## src/hdl/spp_pkg.sv

```systemverilog
`default_nettype none
package spp_pkg;

    // Width of the remainder and divisor datapath in the division chain.
    localparam int DIV_W = 56;
    // Quotient bits: sixteen value bits plus one overflow bit on top.
    localparam int QUO_W = 17;
    // Number of cells in the division chain, one quotient bit each.
    localparam int NUM_CELLS = QUO_W;

    // Configuration register indexes.
    localparam logic [2:0] REG_PLAYER_X   = 3'd0;
    localparam logic [2:0] REG_PLAYER_Y   = 3'd1;
    localparam logic [2:0] REG_VIEW_DIR_X = 3'd2;
    localparam logic [2:0] REG_VIEW_DIR_Y = 3'd3;
    localparam logic [2:0] REG_PLANE_X    = 3'd4;
    localparam logic [2:0] REG_PLANE_Y    = 3'd5;
    localparam logic [2:0] REG_WIDTH      = 3'd6;
    localparam logic [2:0] REG_HEIGHT     = 3'd7;

    // One restoring-division lane.
    typedef struct packed {
        logic [DIV_W-1:0] rem;
        logic [DIV_W-1:0] dvs;
        logic [QUO_W-1:0] quo;
    } t_div_lane;

    // Everything that travels down the division chain for one sprite.
    typedef struct packed {
        t_div_lane lane_d;
        t_div_lane lane_c;
        t_div_lane lane_s;
        logic      det_zero;
        logic      neg_d;
        logic      neg_c;
    } t_div_item;

    // One quotient bit: compare, conditionally subtract, halve the divisor.
    function automatic t_div_lane div_step(input t_div_lane lane);
        t_div_lane res;
        logic      ge;
        ge      = (lane.rem >= lane.dvs);
        res.rem = ge ? (lane.rem - lane.dvs) : lane.rem;
        res.dvs = lane.dvs >> 1;
        res.quo = {lane.quo[QUO_W-2:0], ge};
        return res;
    endfunction

    // Magnitude of a sign-extended value.
    function automatic logic [DIV_W-1:0] mag(input logic signed [DIV_W-1:0] v);
        return v[DIV_W-1] ? DIV_W'(-v) : DIV_W'(v);
    endfunction

endpackage
`default_nettype wire

```

## src/hdl/spp_div_cell.sv

```systemverilog
`default_nettype none
module spp_div_cell (
    input  wire logic          i_clk,
    input  wire logic          i_rst_n,
    input  wire logic          i_valid,
    output logic               o_ready,
    input  wire spp_pkg::t_div_item i_item,
    output logic               o_valid,
    input  wire logic          i_ready,
    output spp_pkg::t_div_item o_item
);
    import spp_pkg::*;

    logic      r_valid;
    t_div_item r_item;

    assign o_ready = !r_valid || i_ready;
    assign o_valid = r_valid;
    assign o_item  = r_item;

    always_ff @(posedge i_clk) begin
        if (!i_rst_n) begin
            r_valid <= 1'b0;
        end else if (o_ready) begin
            r_valid <= i_valid;
        end
    end

    // One quotient bit for each of the three divisions.
    always_ff @(posedge i_clk) begin
        if (o_ready && i_valid) begin
            r_item.lane_d   <= div_step(i_item.lane_d);
            r_item.lane_c   <= div_step(i_item.lane_c);
            r_item.lane_s   <= div_step(i_item.lane_s);
            r_item.det_zero <= i_item.det_zero;
            r_item.neg_d    <= i_item.neg_d;
            r_item.neg_c    <= i_item.neg_c;
        end
    end

endmodule
`default_nettype wire

```

## config.mk

```make
export PLATFORM = sky130hd
export DESIGN_NAME = spp_div_cell
export DESIGN_NICKNAME = d
export VERILOG_FILES = /design/src/hdl/spp_pkg.sv /design/src/hdl/spp_div_cell.sv
export SDC_FILE = /design/constraint.sdc
export NUM_CORES = 1
export LEC_CHECK = 0
export ABC_AREA = 1
export BUFFER_PORTS_ARGS = -buffer_cell sky130_fd_sc_hd__buf_2
export CAP_MARGIN = 30
export CORE_AREA = 3 3 301 303
export CTS_CLUSTER_SIZE = 20
export DETAILED_ROUTE_END_ITERATION = 8
export DIE_AREA = 0 0 304 306
export REMOVE_ABC_BUFFERS = 1
export SETUP_SLACK_MARGIN = 0.1
export SLEW_MARGIN = 20
export SYNTH_ARGS = -nofsm -noshare
export SYNTH_HDL_FRONTEND = slang
export SYNTH_SLANG_ARGS = --single-unit
```

## constraint.sdc

```tcl
create_clock -name i_clk -period 49.8 [get_ports i_clk]
set_input_delay 4.98 -clock i_clk [delete_from_list [all_inputs] [get_ports i_clk]]
set_output_delay 4.98 -clock i_clk [all_outputs]
set_load 0.02 [all_outputs]
```

# Word level (Yosys, flattened, before mapping)
# Index checks and enable logic that the tools add are counted.
dict set report op_classes {
  mux 3
  addsub 3
  order_cmp 3
  reduce_logical 3
}
# cell n
set ops {}
lappend ops {{$ge A56 B56 Y1} 3}
lappend ops {{$mux W56} 3}
lappend ops {{$sub A56 B56 Y56} 3}
lappend ops {{$logic_and A1 B1 Y1} 1}
lappend ops {{$logic_not A1 Y1} 1}
lappend ops {{$logic_or A1 B1 Y1} 1}
dict set report word_totals {
  word_cells 25
  in_bits 394
  ff_bits 388
  output_inout_bits 392
}

# Longest topological paths before layout
# Gate-level depths: netlist (run 1).
dict set report depth {
  ltp_word 3
  ltp_mapped 16
  mapped_depth_nobuf 15
}

# Worst setup path after synthesis (run 1)
# No wires, ideal clock.
dict set report synth_timing {
  path_type {in2reg}
  start {in i_valid}
  end {reg r_item, in the netlist o_item[0] (enable)}
  path_stages 2
  arrival_ps 23547
  required_ps 48533
  setup_slack_ps 24986
  cell_sequence {inv_1 > a21oi_1}
}
dict set report synth_between {
  elab_chain_cells 1
}
# element line_no
set synth_lines {}
lappend synth_lines {{start: declaration} spp_div_cell.sv:5} ;# input wire logic i_valid,
lappend synth_lines {{$logic_and A1 B1 Y1} spp_div_cell.sv:31} ;# if (o_ready && i_valid) begin
lappend synth_lines {{end: declaration} spp_div_cell.sv:15} ;# t_div_item r_item;
# Every way passes these cells.
# A chain may end at the register's enable or synchronous reset.

# Final worst setup path (run 1)
dict set report layout_timing {
  start {in i_ready}
  end {out o_ready}
}
dict set report layout_between {
  elab_chain_cells 1
}
# element line_no
set layout_lines {}
lappend layout_lines {{start: declaration} spp_div_cell.sv:9} ;# input wire logic i_ready,
lappend layout_lines {{$logic_or A1 B1 Y1} spp_div_cell.sv:17} ;# assign o_ready = !r_valid || i_ready;
lappend layout_lines {{end: declaration} spp_div_cell.sv:6} ;# output logic o_ready,
# Every way passes these cells.

==> flow_summary_export.csv, run 1 <==
group,metric,value,unit
clock_tree,clk_pin_slew_worst_paths,0.06,ns
job,maxCapViolations,0,
cells_and_area,layout_commonest_cell,"nand2_1",
synth,ys_warn_count,0,
synth,syn_area,30200,µm²
sta,rsz0062_at_grt,"no",
route,drtAntennaViolNets,0,
critical_path,crit_type,"input port to primary output",
global_routing,grt_start_max_net_pins,131,
synth,yosysUniqueCellTypes,40,
synth,synth-edff-count,387,
clock_tree,clk_latency,0.63,ns
route,wl_per_cell,18.4,µm
critical_path,reg2reg_to,"o_item[259]",
cells_and_area,final_cell_mix,"1889 x nand2_1, 1067 x inv_1, 779 x buf_2, 387 x edfxtp_1, 270 x nor2_1",
critical_path,start_kind,"input port",
worst_hold_path,worst_hold_path.endpoint,"o_valid",
floorplanning,fp.dieH,306,µm
cells_and_area,area.growth.synth_to_final,22.1,%
cells_and_area,utilization,41.8,%
critical_path,slowest_stage,"buf_2",
global_routing,grt_antenna_before_repair,12,
sta,tightestPinTransition,0.935,ns
clock_tree,cts.sinks,388,
clock_tree,hold_buffers,0,
critical_path,r2r_slack,46.52,ns
floorplanning,initial_utilization,34.2,%
sta,max_slew_margin,37.6,%
synth,synth_top_area_share,38.5,%
sta,drv_slew,0,
place,dpl.hpwl,101000,µm
critical_path,path_delay_family,"buffers and inverters",
critical_path,worst-path-buf-inv,3,
floorplanning,dieWidth,304,µm
clock_tree,cts_resized,0,
power_and_ir_drop,power_leakage,0.0210,µW
cells_and_area,drive_gt1_share,18.2,%
critical_path,path_cells,"buf_2 > inv_1 > nand2_1 > buf_2",
global_routing,grt_overflow,0,
clock_tree,cts_root_buf,"clkbuf_16",
sta,clock.fmax,95.9,MHz
place,place.gp.congestion,0.964,
worst_hold_path,hold_class,"flop to flop",
route,drtIter0Drc,1865,
sta,fin_crit_sh,20.9,%
worst_hold_path,whs_path_depth,2,
sta,setup-tns-final,0,ns
power_and_ir_drop,peakVddDrop,0.0000265,V
critical_path,path_max_fanout,2,
sta,finalHoldViolCount,0,
route,vias_per_cell,4.58,
synth,synth_top_area_cell,"edfxtp_1",
worst_hold_path,min_from,"o_valid",
route,drt_wl_total,119000,µm
power_and_ir_drop,powerDensity,29.0,nW/µm²
route,firstDrtPassIters,6,
floorplanning,core-area,88200,µm²
run_status,outcome,"finished, final reports clean",
synth,synthArstFlopShare,0,%
floorplanning,rows,109,
clock_tree,post_cts_buffers,0,
global_routing,grtUsageTotal,24.6,%
cells_and_area,nets,5834,
synth,synth_cells,4473,
floorplanning,pin_count,786,
synth,avgSynthCellArea,6.75,µm²
critical_path,ff2ff_path_depth,4,
clock_tree,cts_buffers,45,
global_routing,grt_pass1_vias,28500,
route,vias,29600,
place,port_buffers,779,
clock_tree,cts_max_level,2,
synth,ys_ff_latch,388,
cells_and_area,insertedDiodeCount,0,
critical_path,cpPeakStageDelay,0.17,ns
synth,synth_area_leaders,"edfxtp_1 38%, nand2_1 23%, inv_1 13%, ha_1 7.0%, nor2_1 3.4%",
route,drc,0,
critical_path,crit_arrival,5.45,ns
critical_path,cp_data_required_time,44.82,ns
sta,setup_viol,0,
synth,ys.flop_type,"edfxtp_1",
critical_path,crit_path_frequent_cell,"buf_2",
floorplanning,die_area,93000,µm²
clock_tree,clockBufferDepth,3,
critical_path,cp-end-kind,"primary output",
clock_tree,cts_tree,"done",
global_routing,grt_pass1_wl,174000,µm
sta,finalCriticalPeriod,10.43,ns
synth,ys_seq_area_share,38.5,%
critical_path,r2r-start,"o_valid",
sta,fin_skew,0.0317,ns
==> worst max-delay path by stage <==
stage | depth (start not counted) | to | from
2_1_floorplan | 2 | o_item[0] | i_valid
3_3_place_gp | 4 | o_ready | i_ready
3_5_place_dp | 4 | o_ready | i_ready
4_1_cts | 4 | o_ready | i_ready
5_1_grt | 4 | o_ready | i_ready
6_report | 4 | o_ready | i_ready
==> cells by family after synthesis <==
group                      Yosys count  synth area share, %
and+or+nand+nor                   2554                 34.7
buffers and inverters             1135                 14.6
DFF                                388                 38.5
adders and majority gates          171                 7.16
AOI/OAI and AO/OA                  138                 2.47
xor gates and xnor gates            86                 2.49
other                                1               0.0124
==> routing by layer <==
metal / wire length [µm] / global-route usage (%) / share of wire [%]
met5: 8 / 0 / 0.0067
met4: 4530 / 8.53 / 3.8
met3: 7200 / 4.19 / 6.1
met2: 59300 / 45.0 / 50
met1: 47900 / 29.1 / 40
==> report_power, final <==
| group | total, µW | internal, µW | switching, µW |
|---|---|---|---|
| Combinational | 331 | 101 | 230 |
| Clock | 337 | 195 | 142 |
| Sequential | 403 | 397 | 6.80 |
| Total | 1070 | 693 | 379 |
==> per-stage QoR <==
step	hold slack [ns]	cell area [µm²]	power [µW]	setup slack, ns	std cells
3_3_place_gp	0.537	35400	739	39.39	6384
2_1_floorplan	0.729	29900	629	24.99	4432
4_1_cts	0.573	36900	1080	39.38	6469
3_5_place_dp	0.553	35400	741	39.39	6386
5_1_grt	0.622	36900	1130	39.34	6470
6_report	0.570	36900	1070	39.37	6470
==> tightest hold or removal path: stages, from the launching register on <==
cell	delay, ns
dfxtp_1	0.35
nand2_1	0.10
a21boi_0	0.08
==> synth_stat cells, types with 2 or more instances <==
cell,n
nand2_1,1889
buf_4,9
buf_2,20
or2_2,3
nand2_4,2
xor2_1,83
xnor2_1,3
nor2_1,270
nand3b_2,3
nor2_2,23
nand2_2,21
nor3_1,19
o21ai_2,11
buf_8,3
nand3b_4,2
fa_1,3
and2_0,7
ha_1,168
nand4_1,75
inv_2,25
nand3_2,11
buf_6,8
clkbuf_1,3
nand3b_1,30
o21ai_0,18
and2_1,7
nand3_1,183
a21oi_1,86
edfxtp_1,387
nor2_4,7
o21ai_1,18
inv_1,1067
a21o_1,2
==> final cells by class <==
cell class | count | area (µm²)
clock buffers | 52 | 1170
clock inverters | 31 | 304
fillers | 9533 | 51300
inverters | 1092 | 4100
multi-input cells | 2952 | 14200
flip-flops and latches | 388 | 11600
well taps | 1165 | 1460
repair buffers | 790 | 4040
==> flip-flops by register name (all words and copies together) (netlist names) <==
name	flops
o_valid	1
o_item	387
Power figures use the tool's default switching activity.
==> run 2: changes to the inputs <==
==> constraint.sdc (replaced) <==
create_clock -name i_clk -period 9.5 [get_ports i_clk]
set_input_delay 0.95 -clock i_clk [delete_from_list [all_inputs] [get_ports i_clk]]
set_output_delay 0.95 -clock i_clk [all_outputs]
set_load 0.02 [all_outputs]
==> run 2 against run 1 <==
Effect of this change:
- via count about the same
- global-route usage up 0.22 points
- cell area down 0.36%
- setup slack worse by 34 ns
- final cell count about the same
- power rose to 5.1 times the previous value
- die area unchanged
- flip-flop and latch count unchanged
- utilization down 0.15 points
- largest cell class unchanged
- largest power group unchanged
==> flow_summary_export.csv, run 2 (synthesis results as in run 1) <==
group,metric,value,unit
clock_tree,cts_root_buf,"clkbuf_16",
place,port_buffers,779,
clock_tree,cts_max_level,2,
place,pre_cts_ws,4.70,ns
route,firstDrtPassIters,6,
cells_and_area,largest_register_ffs,387,
run_status,outcome,"finished, final reports clean",
sta,finalCriticalPeriod,4.15,ns
clock_tree,clk_latency,0.63,ns
critical_path,reg2reg_to,"o_item[264]",
floorplanning,dieWidth,304,µm
clock_tree,cts.sinks,388,
floorplanning,die_area,93000,µm²
cells_and_area,utilization,41.7,%
clock_tree,cts_buffers,45,
cells_and_area,nFillCells,9474,
clock_tree,clockBufferDepth,3,
route,drtAntennaViolNets,0,
cells_and_area,area.growth.synth_to_final,21.7,%
critical_path,r2r_slack,7.03,ns
global_routing,grt_start_max_net_pins,150,
clock_tree,hold_buffers,0,
route,drc,0,
clock_tree,post_cts_buffers,0,
clock_tree,clk_pin_slew_worst_paths,0.07,ns
sta,layout_setup_ws,5.35,ns
place,place.gp.congestion,0.989,
route,wl_per_cell,18.4,µm
sta,setup-tns-final,0,ns
sta,tightestPinTransition,1.01,ns
sta,rsz0062_at_grt,"no",
critical_path,path_max_fanout,73,
power_and_ir_drop,powerDensity,150,nW/µm²
critical_path,crit_arrival,4.64,ns
critical_path,endpoint,"o_item[376]",
critical_path,crit_type,"input port to flop",
floorplanning,pin_count,786,
global_routing,grt_overflow,0,
sta,drv_slew,0,
critical_path,r2r-start,"o_valid",
sta,fin_crit_sh,43.7,%
sta,clock.fmax,241,MHz
route,drt_wl_total,119000,µm
sta,finalHoldViolCount,0,
sta,max_slew_margin,32.7,%
floorplanning,initial_utilization,34.2,%
power_and_ir_drop,peakVddDrop,0.000149,V
route,vias_per_cell,4.57,
critical_path,startpoint,"i_item[334]",
global_routing,grt_antenna_before_repair,18,
critical_path,cp-end-kind,"flop",
floorplanning,core-area,88200,µm²
sta,setup_viol,0,
floorplanning,rows,109,
place,dpl.hpwl,101000,µm
worst_hold_path,hold_class,"input port to flop",
global_routing,grt_pass1_vias,28800,
place,dp_cells,6385,
clock_tree,cts_resized,0,
cells_and_area,layout_commonest_cell,"nand2_1",
route,drtIter0Drc,2176,
cells_and_area,drive_gt1_share,18.0,%
global_routing,grt_pass1_wl,176000,µm
clock_tree,cts_tree,"done",
job,maxCapViolations,0,
route,vias,29600,
critical_path,start_kind,"input port",
cells_and_area,fin_cells,6475,
critical_path,cp_data_required_time,9.99,ns
floorplanning,fp.dieH,306,µm
cells_and_area,final_cell_mix,"1889 x nand2_1, 1067 x inv_1, 779 x buf_2, 387 x edfxtp_1, 270 x nor2_1",
critical_path,ff2ff_path_depth,3,
cells_and_area,nets,5832,
sta,fin_skew,0.0180,ns
global_routing,grtUsageTotal,24.8,%
power_and_ir_drop,power_leakage,0.0209,µW
[run 2: cell count changes in the layout (fill, tap and decap cells not counted), sizes merged]
| cell | delta |
|---|---|
| clkinv | -7 |
| bufinv | -4 |
| diode | +8 |
| clkbuf | +7 |
| inv | +3 |
| buf | -2 |
[run 2: per-stage QoR]
step	instance area, µm²	total power [µW]	hold WS (ns)
after CTS	36700	5570	0.442
after global routing	36800	5820	0.458
after floorplan	29900	3300	0.729
after detailed placement	35400	3880	0.567
final	36800	5500	0.493
after global placement	35400	3870	0.548
[run 2: layout make-up]
type,count,area [µm²],area share [%]
flip-flops and latches,388,11600,31.7
clock buffers,59,1190,3.23
multi-input cells,2952,14200,38.6
repair buffers,788,4020,10.9
diodes,8,20.0,0.0544
inverters,1092,4100,11.1
clock inverters,23,160,0.436
well taps,1165,1460,3.96
[run 2: worst max-delay path, cell delays in order]
cell,delay (ns)
buf_2,0.07
inv_1,0.05
ha_1,0.28
fa_1,0.46
nor2_1,0.17
o21ai_2,0.07
nand2_2,0.12
nand2_1,0.08
nand3b_2,0.21
nand2_2,0.47
nand3_4,0.43
buf_4,0.75
nand3_1,0.34
nand2_1,0.13
[run 2: worst min path at each step]
stage | depth (start not counted) | slack, ns | from | end
after global routing | 1 | 0.46 | i_item[8] | o_item[9]
after detailed placement | 2 | 0.57 | o_valid | o_valid
after CTS | 1 | 0.44 | i_item[8] | o_item[9]
final | 1 | 0.49 | i_item[8] | o_item[9]
after floorplan | 2 | 0.73 | o_valid | o_valid
after global placement | 2 | 0.55 | o_valid | o_valid
[run 2: where the power goes]
group / leakage, µW / switching, µW / internal [µW] / total, µW
clock network: 0.000650 / 749 / 912 / 1660
logic: 0.0165 / 1200 / 526 / 1730
registers: 0.00377 / 34.9 / 2080 / 2110
total: 0.0209 / 1980 / 3520 / 5500
[run 2: per-layer routing]
layer,track usage [%],part of all wire [%],vias up
met4,8.84,3.8,2
li1,-,-,15100
met3,4.52,6.3,180
met5,0,0.011,-
met2,45.2,50,987
met1,29.2,40,13300
