[src/hdl/spp_pkg.sv]
`default_nettype none
package spp_pkg;

    // Width of the remainder and divisor datapath in the division chain.
    localparam int DIV_W = 56;
    // Quotient bits: sixteen value bits plus one overflow bit on top.
    localparam int QUO_W = 17;
    // Number of cells in the division chain, one quotient bit each.
    localparam int NUM_CELLS = QUO_W;

    // Configuration register indexes.
    localparam logic [2:0] REG_PLAYER_X   = 3'd0;
    localparam logic [2:0] REG_PLAYER_Y   = 3'd1;
    localparam logic [2:0] REG_VIEW_DIR_X = 3'd2;
    localparam logic [2:0] REG_VIEW_DIR_Y = 3'd3;
    localparam logic [2:0] REG_PLANE_X    = 3'd4;
    localparam logic [2:0] REG_PLANE_Y    = 3'd5;
    localparam logic [2:0] REG_WIDTH      = 3'd6;
    localparam logic [2:0] REG_HEIGHT     = 3'd7;

    // One restoring-division lane.
    typedef struct packed {
        logic [DIV_W-1:0] rem;
        logic [DIV_W-1:0] dvs;
        logic [QUO_W-1:0] quo;
    } t_div_lane;

    // Everything that travels down the division chain for one sprite.
    typedef struct packed {
        t_div_lane lane_d;
        t_div_lane lane_c;
        t_div_lane lane_s;
        logic      det_zero;
        logic      neg_d;
        logic      neg_c;
    } t_div_item;

    // One quotient bit: compare, conditionally subtract, halve the divisor.
    function automatic t_div_lane div_step(input t_div_lane lane);
        t_div_lane res;
        logic      ge;
        ge      = (lane.rem >= lane.dvs);
        res.rem = ge ? (lane.rem - lane.dvs) : lane.rem;
        res.dvs = lane.dvs >> 1;
        res.quo = {lane.quo[QUO_W-2:0], ge};
        return res;
    endfunction

    // Magnitude of a sign-extended value.
    function automatic logic [DIV_W-1:0] mag(input logic signed [DIV_W-1:0] v);
        return v[DIV_W-1] ? DIV_W'(-v) : DIV_W'(v);
    endfunction

endpackage
`default_nettype wire

[src/hdl/spp_if.sv]
`default_nettype none


interface spp_out_if;
    logic               valid;
    logic               ready;
    logic               visible;
    logic signed [15:0] depth;
    logic signed [15:0] center_column;
    logic [13:0]        sprite_size;
    logic [14:0]        start_column;
    logic signed [15:0] end_column;
    logic [14:0]        start_row;
    logic signed [15:0] end_row;
    modport source (output valid, output visible, output depth, output center_column,
                    output sprite_size, output start_column, output end_column,
                    output start_row, output end_row, input ready);
    modport sink (input valid, input visible, input depth, input center_column,
                  input sprite_size, input start_column, input end_column,
                  input start_row, input end_row, output ready);
endinterface

`default_nettype wire

[src/hdl/spp_back.sv]
`default_nettype none
module spp_back (
    input  wire logic          i_clk,
    input  wire logic          i_rst_n,
    input  wire logic          i_valid,
    output logic               o_ready,
    input  wire spp_pkg::t_div_item i_item,
    input  wire logic [12:0]   i_width,
    input  wire logic [12:0]   i_height,
    spp_out_if.source          o_result
);
    import spp_pkg::*;

    logic               r_v1, r_v2, rdy1, rdy2;
    logic               r_vis1;
    logic signed [15:0] r_depth1, r_center1;
    logic [13:0]        r_size1;

    logic               r_vis;
    logic signed [15:0] r_depth, r_center, r_ecol, r_erow;
    logic [13:0]        r_size;
    logic [14:0]        r_scol, r_srow;

    logic               ovf_d, ovf_c, ovf_s, qpos, vis;
    logic [15:0]        mag_d, mag_c;
    logic signed [15:0] depth_sat, center_sat;
    logic [13:0]        size_sat;

    logic [12:0]        half;
    logic signed [16:0] srow_s, scol_s, ecol_s;
    logic [13:0]        erow_u;

    assign rdy2    = !r_v2 || o_result.ready;
    assign rdy1    = !r_v1 || rdy2;
    assign o_ready = rdy1;

    always_ff @(posedge i_clk) begin
        if (!i_rst_n) begin
            r_v1 <= 1'b0;
            r_v2 <= 1'b0;
        end else begin
            if (rdy1) r_v1 <= i_valid;
            if (rdy2) r_v2 <= r_v1;
        end
    end

    // Saturate the quotients; the top quotient bit flags overflow.
    always_comb begin
        ovf_d = i_item.lane_d.quo[QUO_W-1];
        ovf_c = i_item.lane_c.quo[QUO_W-1];
        ovf_s = i_item.lane_s.quo[QUO_W-1];
        mag_d = i_item.lane_d.quo[15:0];
        mag_c = i_item.lane_c.quo[15:0];
        if (i_item.neg_d) begin
            depth_sat = (ovf_d || mag_d[15]) ? 16'sh8000 : 16'(-mag_d);
        end else begin
            depth_sat = (ovf_d || mag_d[15]) ? 16'sh7FFF : $signed(mag_d);
        end
        if (i_item.neg_c) begin
            center_sat = (ovf_c || mag_c[15]) ? 16'sh8000 : 16'(-mag_c);
        end else begin
            center_sat = (ovf_c || mag_c[15]) ? 16'sh7FFF : $signed(mag_c);
        end
        size_sat = (ovf_s || (|i_item.lane_s.quo[15:14])) ? 14'h3FFF
                                                            : i_item.lane_s.quo[13:0];
        qpos = !i_item.neg_d && (ovf_d || (mag_d != '0));
        vis  = !i_item.det_zero && qpos;
    end

    always_ff @(posedge i_clk) begin
        if (rdy1 && i_valid) begin
            r_vis1    <= vis;
            r_depth1  <= i_item.det_zero ? '0 : depth_sat;
            r_center1 <= vis ? center_sat : '0;
            r_size1   <= vis ? size_sat : '0;
        end
    end

    // Draw bounds around the center, clamped to the screen.
    always_comb begin
        half   = r_size1[13:1];
        srow_s = $signed({5'b0, i_height[12:1]}) - $signed({4'b0, half});
        erow_u = {2'b0, i_height[12:1]} + {1'b0, half};
        scol_s = 17'(r_center1) - $signed({4'b0, half});
        ecol_s = 17'(r_center1) + $signed({4'b0, half});
    end

    always_ff @(posedge i_clk) begin
        if (rdy2 && r_v1) begin
            r_vis    <= r_vis1;
            r_depth  <= r_depth1;
            r_center <= r_center1;
            r_size   <= r_size1;
            if (!r_vis1) begin
                r_srow <= '0;
                r_erow <= '0;
                r_scol <= '0;
                r_ecol <= '0;
            end else begin
                r_srow <= srow_s[16] ? '0 : srow_s[14:0];
                r_erow <= (erow_u >= {1'b0, i_height}) ? 16'({3'b0, i_height} - 16'd1)
                                                        : $signed({2'b0, erow_u});
                r_scol <= scol_s[16] ? '0 : scol_s[14:0];
                r_ecol <= (ecol_s >= $signed({4'b0, i_width}))
                          ? 16'({3'b0, i_width} - 16'd1) : ecol_s[15:0];
            end
        end
    end

    assign o_result.valid         = r_v2;
    assign o_result.visible       = r_vis;
    assign o_result.depth         = r_depth;
    assign o_result.center_column = r_center;
    assign o_result.sprite_size   = r_size;
    assign o_result.start_column  = r_scol;
    assign o_result.end_column    = r_ecol;
    assign o_result.start_row     = r_srow;
    assign o_result.end_row       = r_erow;

endmodule
`default_nettype wire

[src/flat_wrapper.sv]
// flat-port wrapper written by rule: the top's interface ports become plain ports
module spp_back_flat import spp_pkg::*;
  (i_clk, i_rst_n, i_valid, o_ready, i_item, i_width, i_height, o_result_valid, o_result_visible, o_result_depth, o_result_center_column, o_result_sprite_size, o_result_start_column, o_result_end_column, o_result_start_row, o_result_end_row, o_result_ready);
  spp_out_if o_result_i ();
  input  wire logic i_clk;
  input  wire logic i_rst_n;
  input  wire logic i_valid;
  output logic o_ready;
  input  wire spp_pkg::t_div_item i_item;
  input  wire logic [12:0] i_width;
  input  wire logic [12:0] i_height;
  output wire logic [$bits(o_result_i.valid)-1:0] o_result_valid;
  output wire logic [$bits(o_result_i.visible)-1:0] o_result_visible;
  output wire logic [$bits(o_result_i.depth)-1:0] o_result_depth;
  output wire logic [$bits(o_result_i.center_column)-1:0] o_result_center_column;
  output wire logic [$bits(o_result_i.sprite_size)-1:0] o_result_sprite_size;
  output wire logic [$bits(o_result_i.start_column)-1:0] o_result_start_column;
  output wire logic [$bits(o_result_i.end_column)-1:0] o_result_end_column;
  output wire logic [$bits(o_result_i.start_row)-1:0] o_result_start_row;
  output wire logic [$bits(o_result_i.end_row)-1:0] o_result_end_row;
  input wire logic [$bits(o_result_i.ready)-1:0] o_result_ready;
  assign o_result_valid = o_result_i.valid;
  assign o_result_visible = o_result_i.visible;
  assign o_result_depth = o_result_i.depth;
  assign o_result_center_column = o_result_i.center_column;
  assign o_result_sprite_size = o_result_i.sprite_size;
  assign o_result_start_column = o_result_i.start_column;
  assign o_result_end_column = o_result_i.end_column;
  assign o_result_start_row = o_result_i.start_row;
  assign o_result_end_row = o_result_i.end_row;
  assign o_result_i.ready = o_result_ready;
  spp_back u_core (.i_clk(i_clk), .i_rst_n(i_rst_n), .i_valid(i_valid), .o_ready(o_ready), .i_item(i_item), .i_width(i_width), .i_height(i_height), .o_result(o_result_i));
endmodule
[config.mk]
export PLATFORM = sky130hd
export DESIGN_NAME = spp_back_flat
export DESIGN_NICKNAME = d
export VERILOG_FILES = /design/src/hdl/spp_pkg.sv /design/src/hdl/spp_if.sv /design/src/hdl/spp_back.sv /design/src/flat_wrapper.sv
export SDC_FILE = /design/constraint.sdc
export NUM_CORES = 1
export LEC_CHECK = 0
export BUFFER_PORTS_ARGS = -buffer_cell sky130_fd_sc_hd__buf_2
export CELL_PAD_IN_SITES_DETAIL_PLACEMENT = 1
export CELL_PAD_IN_SITES_GLOBAL_PLACEMENT = 1
export CORE_AREA = 2 2 209 211
export DETAILED_ROUTE_END_ITERATION = 6
export DIE_AREA = 0 0 211 213
export PLACE_DENSITY_LB_ADDON = 0.12
export SETUP_SLACK_MARGIN = 0.1
export SLEW_MARGIN = 25
export SYNTH_ARGS = -nofsm -noshare
export SYNTH_HDL_FRONTEND = slang
export SYNTH_SLANG_ARGS = --single-unit
[constraint.sdc]
create_clock -name i_clk -period 15.3 [get_ports i_clk]
set_input_delay 3.06 -clock i_clk [delete_from_list [all_inputs] [get_ports i_clk]]
set_output_delay 3.06 -clock i_clk [all_outputs]
set_load 0.005 [all_outputs]
=== Word-level counts from Yosys, hierarchy flattened ===
Index checks and enable logic that the tools add are counted.

* Output and inout bits: 111
* Bits in registers: 157
* Input bits: 420
* Logic and storage cells: 54

* Muxes and demuxes: 9
* Bitwise gates (word level): 1
* Order comparisons: 2
* Reduce and logical (&&, ||, !) cells: 19
* Add/subtract/negate cells: 8

{| class="wikitable"
|+ Operators by type and width
! kind !! number
|-
| two-way mux 16 bit || 7
|-
| negator 16 bit || 2
|-
| two-way mux 14 bit || 2
|-
| subtractor 13 x 1 -> 14 bit, second input constant || 2
|-
| adder 16 x 14 -> 17 bit || 1
|-
| greater-or-equal comparator 17 x 14 -> 1 bit || 1
|-
| subtractor 16 x 14 -> 17 bit || 1
|-
| nonzero test 16 bit || 1
|-
| adder 12 x 13 -> 14 bit || 1
|-
| greater-or-equal comparator 14 x 13 -> 1 bit || 1
|-
| subtractor 12 x 13 -> 14 bit || 1
|-
| logical OR 1 bit || 6
|-
| OR reduction 2 bit || 3
|-
| logical AND 1 bit || 4
|-
| zero test 1 bit || 4
|-
| AND reduction 2 bit || 1
|-
| inverter 1 bit || 1
|}

=== Depth between registers and ports, before layout ===
Gate-level depths: netlist of run 1.

* Depth after elaboration: 4
* Gate-level depth with buffers: 20
* Mapped depth without buffers: 18

=== Worst setup path before layout of run 1 ===
OpenSTA, ideal clock, no wires.

* Kind: input port to flip-flop
* Start point: input o_result_ready
* End point: register u_core.r_center[0], in the netlist u_core.o_result.center_column[0] (enable)
* Buffers on the path: 0
* Stages on the path: 2
* Path slack: 6837 ps
* Library setup time: 587 ps
* Data required time: 14713 ps
* Data arrival time: 7876 ps
* Path through: nor2b_1 -> nor2b_1

* Longest elaborated chain between the ends: 2

{| class="wikitable"
|+ Ends and longest elaborated chain
! item !! RTL line !! source
|-
| from (decl) || flat_wrapper.sv:21 || <nowiki>input wire logic [$bits(o_result_i.ready)-1:0] o_result_ready;</nowiki>
|-
| logical OR 1 bit || spp_back.sv:33 || <nowiki>assign rdy2 = !r_v2 || o_result.ready;</nowiki>
|-
| logical AND 1 bit || spp_back.sv:89 || <nowiki>if (rdy2 && r_v1) begin</nowiki>
|-
| to (signal assigned) || spp_back.sv:92 || <nowiki>r_center <= r_center1;</nowiki>
|-
| to (decl) || spp_back.sv:20 || <nowiki>logic signed [15:0] r_depth, r_center, r_ecol, r_erow;</nowiki>
|}

Every way passes these cells.
A chain may end at the register's enable or synchronous reset.

=== Worst setup path in the final report of run 1 ===
* Start point: input i_height[1]
* End point: register u_core.r_erow[13], in the netlist u_core.o_result.end_row[13], data pin

* Longest elaborated chain between the ends: 3
* Elaborated cells between the ends (all ways): 4

{| class="wikitable"
|+ Ends and longest elaborated chain
! item !! RTL line !! source
|-
| from (decl) || flat_wrapper.sv:11 || <nowiki>input wire logic [12:0] i_height;</nowiki>
|-
| adder 12 x 13 -> 14 bit || spp_back.sv:83 || <nowiki>erow_u = {2'b0, i_height[12:1]} + {1'b0, half};</nowiki>
|-
| greater-or-equal comparator 14 x 13 -> 1 bit || spp_back.sv:101 || <nowiki>r_erow <= (erow_u >= {1'b0, i_height}) ? 16'({3'b0, i_height} - 16'd1)</nowiki>
|-
| two-way mux 14 bit (*) || spp_back.sv:101 ||
|-
| to (signal assigned) || spp_back.sv:101 ||
|-
| to (decl) || spp_back.sv:20 ||
|}

Every way passes the cells marked *; elsewhere a longest branch is shown, timed or not.

==> flow_metrics.env, run 1 <==
export IMPL_outcome="finished clean"
export IMPL_insertion_delay_ns=0.46
export IMPL_syn_nets=1484
export IMPL_die_y_um=213
export IMPL_std_cell_rows=76
export IMPL_start_util_pct=23.6
export IMPL_power_density_nw_per_um2=103
export IMPL_post_route_period_util_pct=47.4
export IMPL_final_area_sq_um=12200
export IMPL_antenna_found_initial=3
export IMPL_cts_sinks=156
export IMPL_fin_crit_ns=7.25
export IMPL_synthArstFlopShare_pct=0
export IMPL_synth_area_leader_cell="edfxtp_1"
export IMPL_io_pins=531
export IMPL_grt_start_max_net_pins=63
export IMPL_drtAntennaViolNets=0
export IMPL_hpwl_mm=27.3
export IMPL_grt_overflow_total=0
export IMPL_cts_hold_fix_buffers=0
export IMPL_hold_ws_ns=0.420
export IMPL_rsz0062_at_grt="no"
export IMPL_synth_edff_count=154
export IMPL_end_kind="flop"
export IMPL_maxSlewHeadroom_pct=40.5
export IMPL_drt_first_pass_iters=4
export IMPL_drt_iter0_drc=314
export IMPL_netlist_area_sq_um=10100
export IMPL_vdd_drop_max_mv=0.0650
export IMPL_port_buffer_count=194
export IMPL_yosysWarningCount=0
export IMPL_post_cts_setup_buffers=0
export IMPL_start_kind="input pin"
export IMPL_coreArea_sq_um=42700
export IMPL_tns_ns=0
export IMPL_numCtsBuffers=17
export IMPL_leakage_nw=4.97
export IMPL_drive_gt1_share_pct=23.3
export IMPL_die_area_sq_um=44900
export IMPL_max_freq_mhz=138
export IMPL_place_congestion=0.792
export IMPL_drc=0
export IMPL_crit_arrival_ns=7.43
export IMPL_synth_cells=980
export IMPL_fin_nets=1665
export IMPL_ys_top_cells_by_area="edfxtp_1 (46%), ha_1 (9.9%), nor2_1 (5.9%)"
export IMPL_cts_tree="built"
export IMPL_ys_seq_area_share_pct=46.3
export IMPL_final_cell_mix="buf_2 (194), nor2_1 (158), edfxtp_1 (154)"
export IMPL_finalSetupViolations=0
export IMPL_pre_cts_ws_ns=7.47
export IMPL_area_delta_synth_final_pct=21.2
export IMPL_final_common_cell="buf_2"
export IMPL_synth_top_flop_cell="edfxtp_1"
export IMPL_clk_pin_slew_ns=0.07
export IMPL_drv_slew=0
export IMPL_crit_type="input pin to flop"
export IMPL_path_max_fanout=25
export IMPL_instances_no_fill=1722
export IMPL_vias=7804
export IMPL_maxCapViolations=0
export IMPL_cp_required_ns=15.48
export IMPL_avgSynthCellArea_sq_um=10.3
export IMPL_setup_ws_ns=8.05
export IMPL_synth_seq_cells=156
export IMPL_synthDistinctLibCells=83
export IMPL_grt_pass1_wl_mm=50.9
export IMPL_ctsRootBufferMaster="clkbuf_16"
export IMPL_drt_wl_total_mm=34.5
export IMPL_ctsLongestPathBuffers=2
export IMPL_synth_top_area_share_pct=45.9
export IMPL_viasPerCell=4.53
export IMPL_h_tree_depth=4
export IMPL_grt_use_total_pct=15.6
export IMPL_tightest_slew_ns=0.893
export IMPL_place_area_sq_um=11600
export IMPL_worstHoldPathType="flop to flop"
export IMPL_grt_pass1_vias=7985
export IMPL_hold_viol_final=0
export IMPL_utilization_pct=28.6
export IMPL_place_inst=1688
export IMPL_die_w_um=211
export IMPL_skew_ns=0.0177
export IMPL_power_mw=1.26
export IMPL_cts_resized=0
export IMPL_routedWlPerCell_um=20.0
[flip-flops by register name, summed over array words and instances (netlist names)]
signal	count
u_core.o_result.center_column	16
u_core.o_result.depth	16
u_core.o_result.end_column	16
u_core.r_center1	16
u_core.r_depth1	16
u_core.o_result.end_row	15
u_core.o_result.start_column	15
u_core.o_result.sprite_size	14
u_core.o_result.start_row	14
u_core.r_size1	14
u_core.o_result.valid	1
u_core.o_result.visible	1
u_core.r_v1	1
u_core.r_vis1	1
[worst max-delay path: stages]
cell,delay (ns)
buf_2,0.13
ha_1,0.23
fa_1,0.42
nand2b_1,0.10
a21o_1,0.14
a21oi_1,0.09
o41ai_1,0.42
o21ai_1,0.20
nor2_1,0.15
xnor2_1,0.13
ha_1,0.32
nand2_1,0.07
nor2_1,0.15
nand2_1,0.07
o21ai_0,0.29
a31o_2,0.25
a21o_1,0.67
nor3b_1,0.53
[per-layer routing]
layer  share of wire (%)  up-vias  GRT usage (%)  wire (um)
met1                  47     3741           20.3      16100
met4                 2.4        2           5.17        827
met2                  44      148           23.8      15000
met3                 7.2       25           5.75       2500
li1                    -     3888              -          -
met5               0.035        -              0         12
[layout make-up]
cell class	instances	area, sq um
fill	4901	30500
clock inverter	14	174
timing repair buffer	201	1020
sequential	156	4660
inverter	68	255
tap	546	683
antenna	2	5.00
multi-input combinational	717	4990
clock buffer	18	429
[power breakdown]
group | total [mW] | internal [mW] | switching, mW
Clock | 0.451 | 0.248 | 0.204
Sequential | 0.524 | 0.504 | 0.0202
Combinational | 0.288 | 0.114 | 0.174
Total | 1.26 | 0.866 | 0.397
[path summary, 6_finish.rpt]
| kind | from | endpoint | slack, ns | cells past startpoint |
|---|---|---|---|---|
| max | i_height[1] | u_core.o_result.end_row[13] | 8.05 | 18 |
| min | u_core.r_depth1[10] | u_core.o_result.depth[10] | 0.42 | 0 |
| max reg2reg | u_core.r_size1[2] | u_core.o_result.end_row[13] | 10.19 | 16 |
| min reg2reg | u_core.r_depth1[10] | u_core.o_result.depth[10] | 0.42 | 0 |
[logic make-up after synthesis]
logic type	after synthesis	synth area share (%)
AO/OA/AOI/OAI	191	13.9
XOR/XNOR	63	5.47
adder cells (fa/ha/maj)	84	10.7
buffers and inverters	107	4.47
flip-flops	156	46.3
multiplexers	18	1.87
other	1	0.0372
AND/OR/NAND/NOR	360	17.3
[cells in the mapped netlist (all sizes together) (18+ instances only)]
cell type,n
nand2,53
nor3b,18
edfxtp,154
inv,67
clkbuf,23
o21ai,30
nor3,31
nor2,159
a21oi,48
ha,80
nor2b,18
xnor2,52
Note: power is estimated with default switching activity, not from simulation.
==> run 2: changes to the inputs <==
--- a/config.mk
+++ b/config.mk
@@ -8,9 +8,9 @@
 export BUFFER_PORTS_ARGS = -buffer_cell sky130_fd_sc_hd__buf_2
 export CELL_PAD_IN_SITES_DETAIL_PLACEMENT = 1
 export CELL_PAD_IN_SITES_GLOBAL_PLACEMENT = 1
-export CORE_AREA = 2 2 209 211
+export CORE_AREA = 2 2 204 206
 export DETAILED_ROUTE_END_ITERATION = 6
-export DIE_AREA = 0 0 211 213
+export DIE_AREA = 0 0 206 208
 export PLACE_DENSITY_LB_ADDON = 0.12
 export SETUP_SLACK_MARGIN = 0.1
 export SLEW_MARGIN = 25
==> constraint.sdc (replaced) <==
create_clock -name i_clk -period 6.1 [get_ports i_clk]
set_input_delay 1.22 -clock i_clk [delete_from_list [all_inputs] [get_ports i_clk]]
set_output_delay 1.22 -clock i_clk [all_outputs]
set_load 0.005 [all_outputs]
==> flow_metrics.env, run 2 (synthesis results as in run 1) <==
export IMPL_outcome="finished clean"
export IMPL_drc=0
export IMPL_r2r_end="u_core.o_result.end_column[5]"
export IMPL_r2r_start="u_core.r_size1[1]"
export IMPL_grt_use_total_pct=16.5
export IMPL_viasPerCell=4.66
export IMPL_drt_first_pass_iters=4
export IMPL_post_cts_setup_buffers=0
export IMPL_maxCapViolations=0
export IMPL_place_inst=1673
export IMPL_skew_ns=0.0173
export IMPL_grt_pass1_vias=8390
export IMPL_cts_hold_fix_buffers=0
export IMPL_cp_num_buf_inv=1
export IMPL_ff2ff_setup_slack_ns=1.17
export IMPL_maxSlewHeadroom_pct=40.4
export IMPL_insertion_delay_ns=0.46
export IMPL_worstHoldPathType="flop to flop"
export IMPL_p_int_mw=2.09
export IMPL_drive_gt1_share_pct=23.3
export IMPL_hpwl_mm=27.3
export IMPL_crit_type="input pin to flop"
export IMPL_die_y_um=208
export IMPL_vias=7947
export IMPL_slowest_delay_ns=0.68
export IMPL_start_util_pct=24.9
export IMPL_ctsLongestPathBuffers=2
export IMPL_switching_share_pct=32.4
export IMPL_vdd_drop_max_mv=0.205
export IMPL_reg2reg_depth=15
export IMPL_drt_iter0_drc=314
export IMPL_die_area_sq_um=42800
export IMPL_switching_power_mw=1.00
export IMPL_path_max_fanout=25
export IMPL_hold_path_depth=0
export IMPL_end_kind="flop"
export IMPL_clk_pin_slew_ns=0.07
export IMPL_grt_start_max_net_pins=108
export IMPL_tns_ns=0
export IMPL_clkPwrFrac_pct=34.2
export IMPL_holdPathEnd="u_core.o_result.depth[10]"
export IMPL_finalSetupViolations=0
export IMPL_tightest_slew_ns=0.894
export IMPL_path_delay_family="compound AO/OA/AOI/OAI gates"
export IMPL_numCtsBuffers=17
export IMPL_drtAntennaViolNets=0
export IMPL_power_frac_comb_pct=23.4
export IMPL_ctsRootBufferMaster="clkbuf_16"
export IMPL_drv_slew=0
export IMPL_hold_ws_ns=0.414
export IMPL_std_cell_rows=74
export IMPL_final_cell_mix="buf_2 (194), nor2_1 (158), edfxtp_1 (154)"
export IMPL_rsz0062_at_grt="no"
export IMPL_fill_cells=4669
export IMPL_start_kind="input pin"
export IMPL_hold_viol_final=0
export IMPL_io_pins=531
export IMPL_post_route_period_util_pct=82.8
export IMPL_leakage_nw=4.95
export IMPL_grt_pass1_wl_mm=52.0
export IMPL_drt_wl_total_mm=34.4
export IMPL_cts_sinks=156
export IMPL_worstPathCellList="buf_2 -> ha_1 -> fa_1 -> nand2b_1 -> a21o_1 -> a21oi_1 -> o41ai_1 -> o21ai_1 -> nor2_1 -> xnor2_1 -> ha_1 -> nand2_1 -> nor2_1 -> nand2_1 -> o21ai_0 -> a31o_2 -> a21o_1 -> mux2_4 -> nor2_2"
export IMPL_slowest_stage="a21o_1"
export IMPL_routedWlPerCell_um=20.1
export IMPL_h_tree_depth=4
export IMPL_fin_nets=1664
export IMPL_crit_arrival_ns=5.23
export IMPL_coreArea_sq_um=40600
export IMPL_cts_tree="built"
export IMPL_place_congestion=0.840
export IMPL_port_buffer_count=194
export IMPL_fin_crit_ns=5.05
export IMPL_worstHoldStart="u_core.r_depth1[10]"
export IMPL_instances_no_fill=1707
export IMPL_final_common_cell="buf_2"
export IMPL_area_delta_synth_final_pct=20.8
export IMPL_cts_resized=0
export IMPL_grt_overflow_total=0
export IMPL_p_seq_share_pct=42.4
export IMPL_power_density_nw_per_um2=254
export IMPL_antenna_found_initial=3
export IMPL_die_w_um=206
export IMPL_max_freq_mhz=198
export IMPL_power_mw=3.10
export IMPL_cp_required_ns=6.28
## run 2: cell count changes in the layout (fill, tap and decap cells not counted)
cell       delta
buf_12        +1
buf_4         -2
bufinv_16     -2
clkbuf_1      -1
clkinv_2      +1
clkinv_4      -1
clkinv_8      +1
inv_6         +2
## run 2: metal layers
layer	wire [um]	share of wire, %	GRT usage [%]	vias up
met5	13	0.038	0	-
met4	986	2.9	6.18	2
met3	2850	8.3	7.05	32
met2	15300	45	25.8	175
met1	15200	44	20.1	3851
li1	-	-	-	3887
## run 2: worst max path at each step
stage	from	end	slack, ns	depth (start not counted)
floorplan	i_height[1]	u_core.o_result.end_row[10]	1.55	19
global placement	i_height[1]	u_core.o_result.end_row[0]	0.49	19
detailed placement	i_height[1]	u_core.o_result.end_row[0]	0.48	19
CTS	i_height[1]	u_core.o_result.end_row[0]	0.94	19
global route	i_height[1]	u_core.o_result.end_row[0]	0.62	19
finish	i_height[1]	u_core.o_result.end_row[0]	1.05	19
## run 2: area by class of cell
| class | count | area, sq um | share of cell area (%) |
|---|---|---|---|
| Tap cell | 532 | 666 | 5.47 |
| Clock buffer | 17 | 425 | 3.49 |
| Sequential cell | 156 | 4660 | 38.3 |
| Antenna cell | 2 | 5.00 | 0.0411 |
| Inverter | 68 | 255 | 2.10 |
| Timing Repair Buffer | 200 | 1030 | 8.45 |
| Multi-Input combinational cell | 717 | 4990 | 41.0 |
| Clock inverter | 15 | 144 | 1.18 |
## run 2: power by group through the flow
stage	Combinational [mW]	Clock [mW]	Sequential [mW]
2_1_floorplan	0.496	0	1.32
3_3_place_gp	0.726	0	1.34
3_5_place_dp	0.733	0	1.34
4_1_cts	0.737	1.10	1.32
5_1_grt	0.819	1.14	1.32
6_report	0.724	1.06	1.31
## run 2: stage by stage
stage	instance area (sq um)	setup slack, ns	util, %
final	12200	1.05	30.0
after global routing	12200	0.620	30.0
after CTS	12200	0.942	30.0
after detailed placement	11600	0.479	28.6
after global placement	11600	0.492	28.6
after floorplan	10100	1.55	-
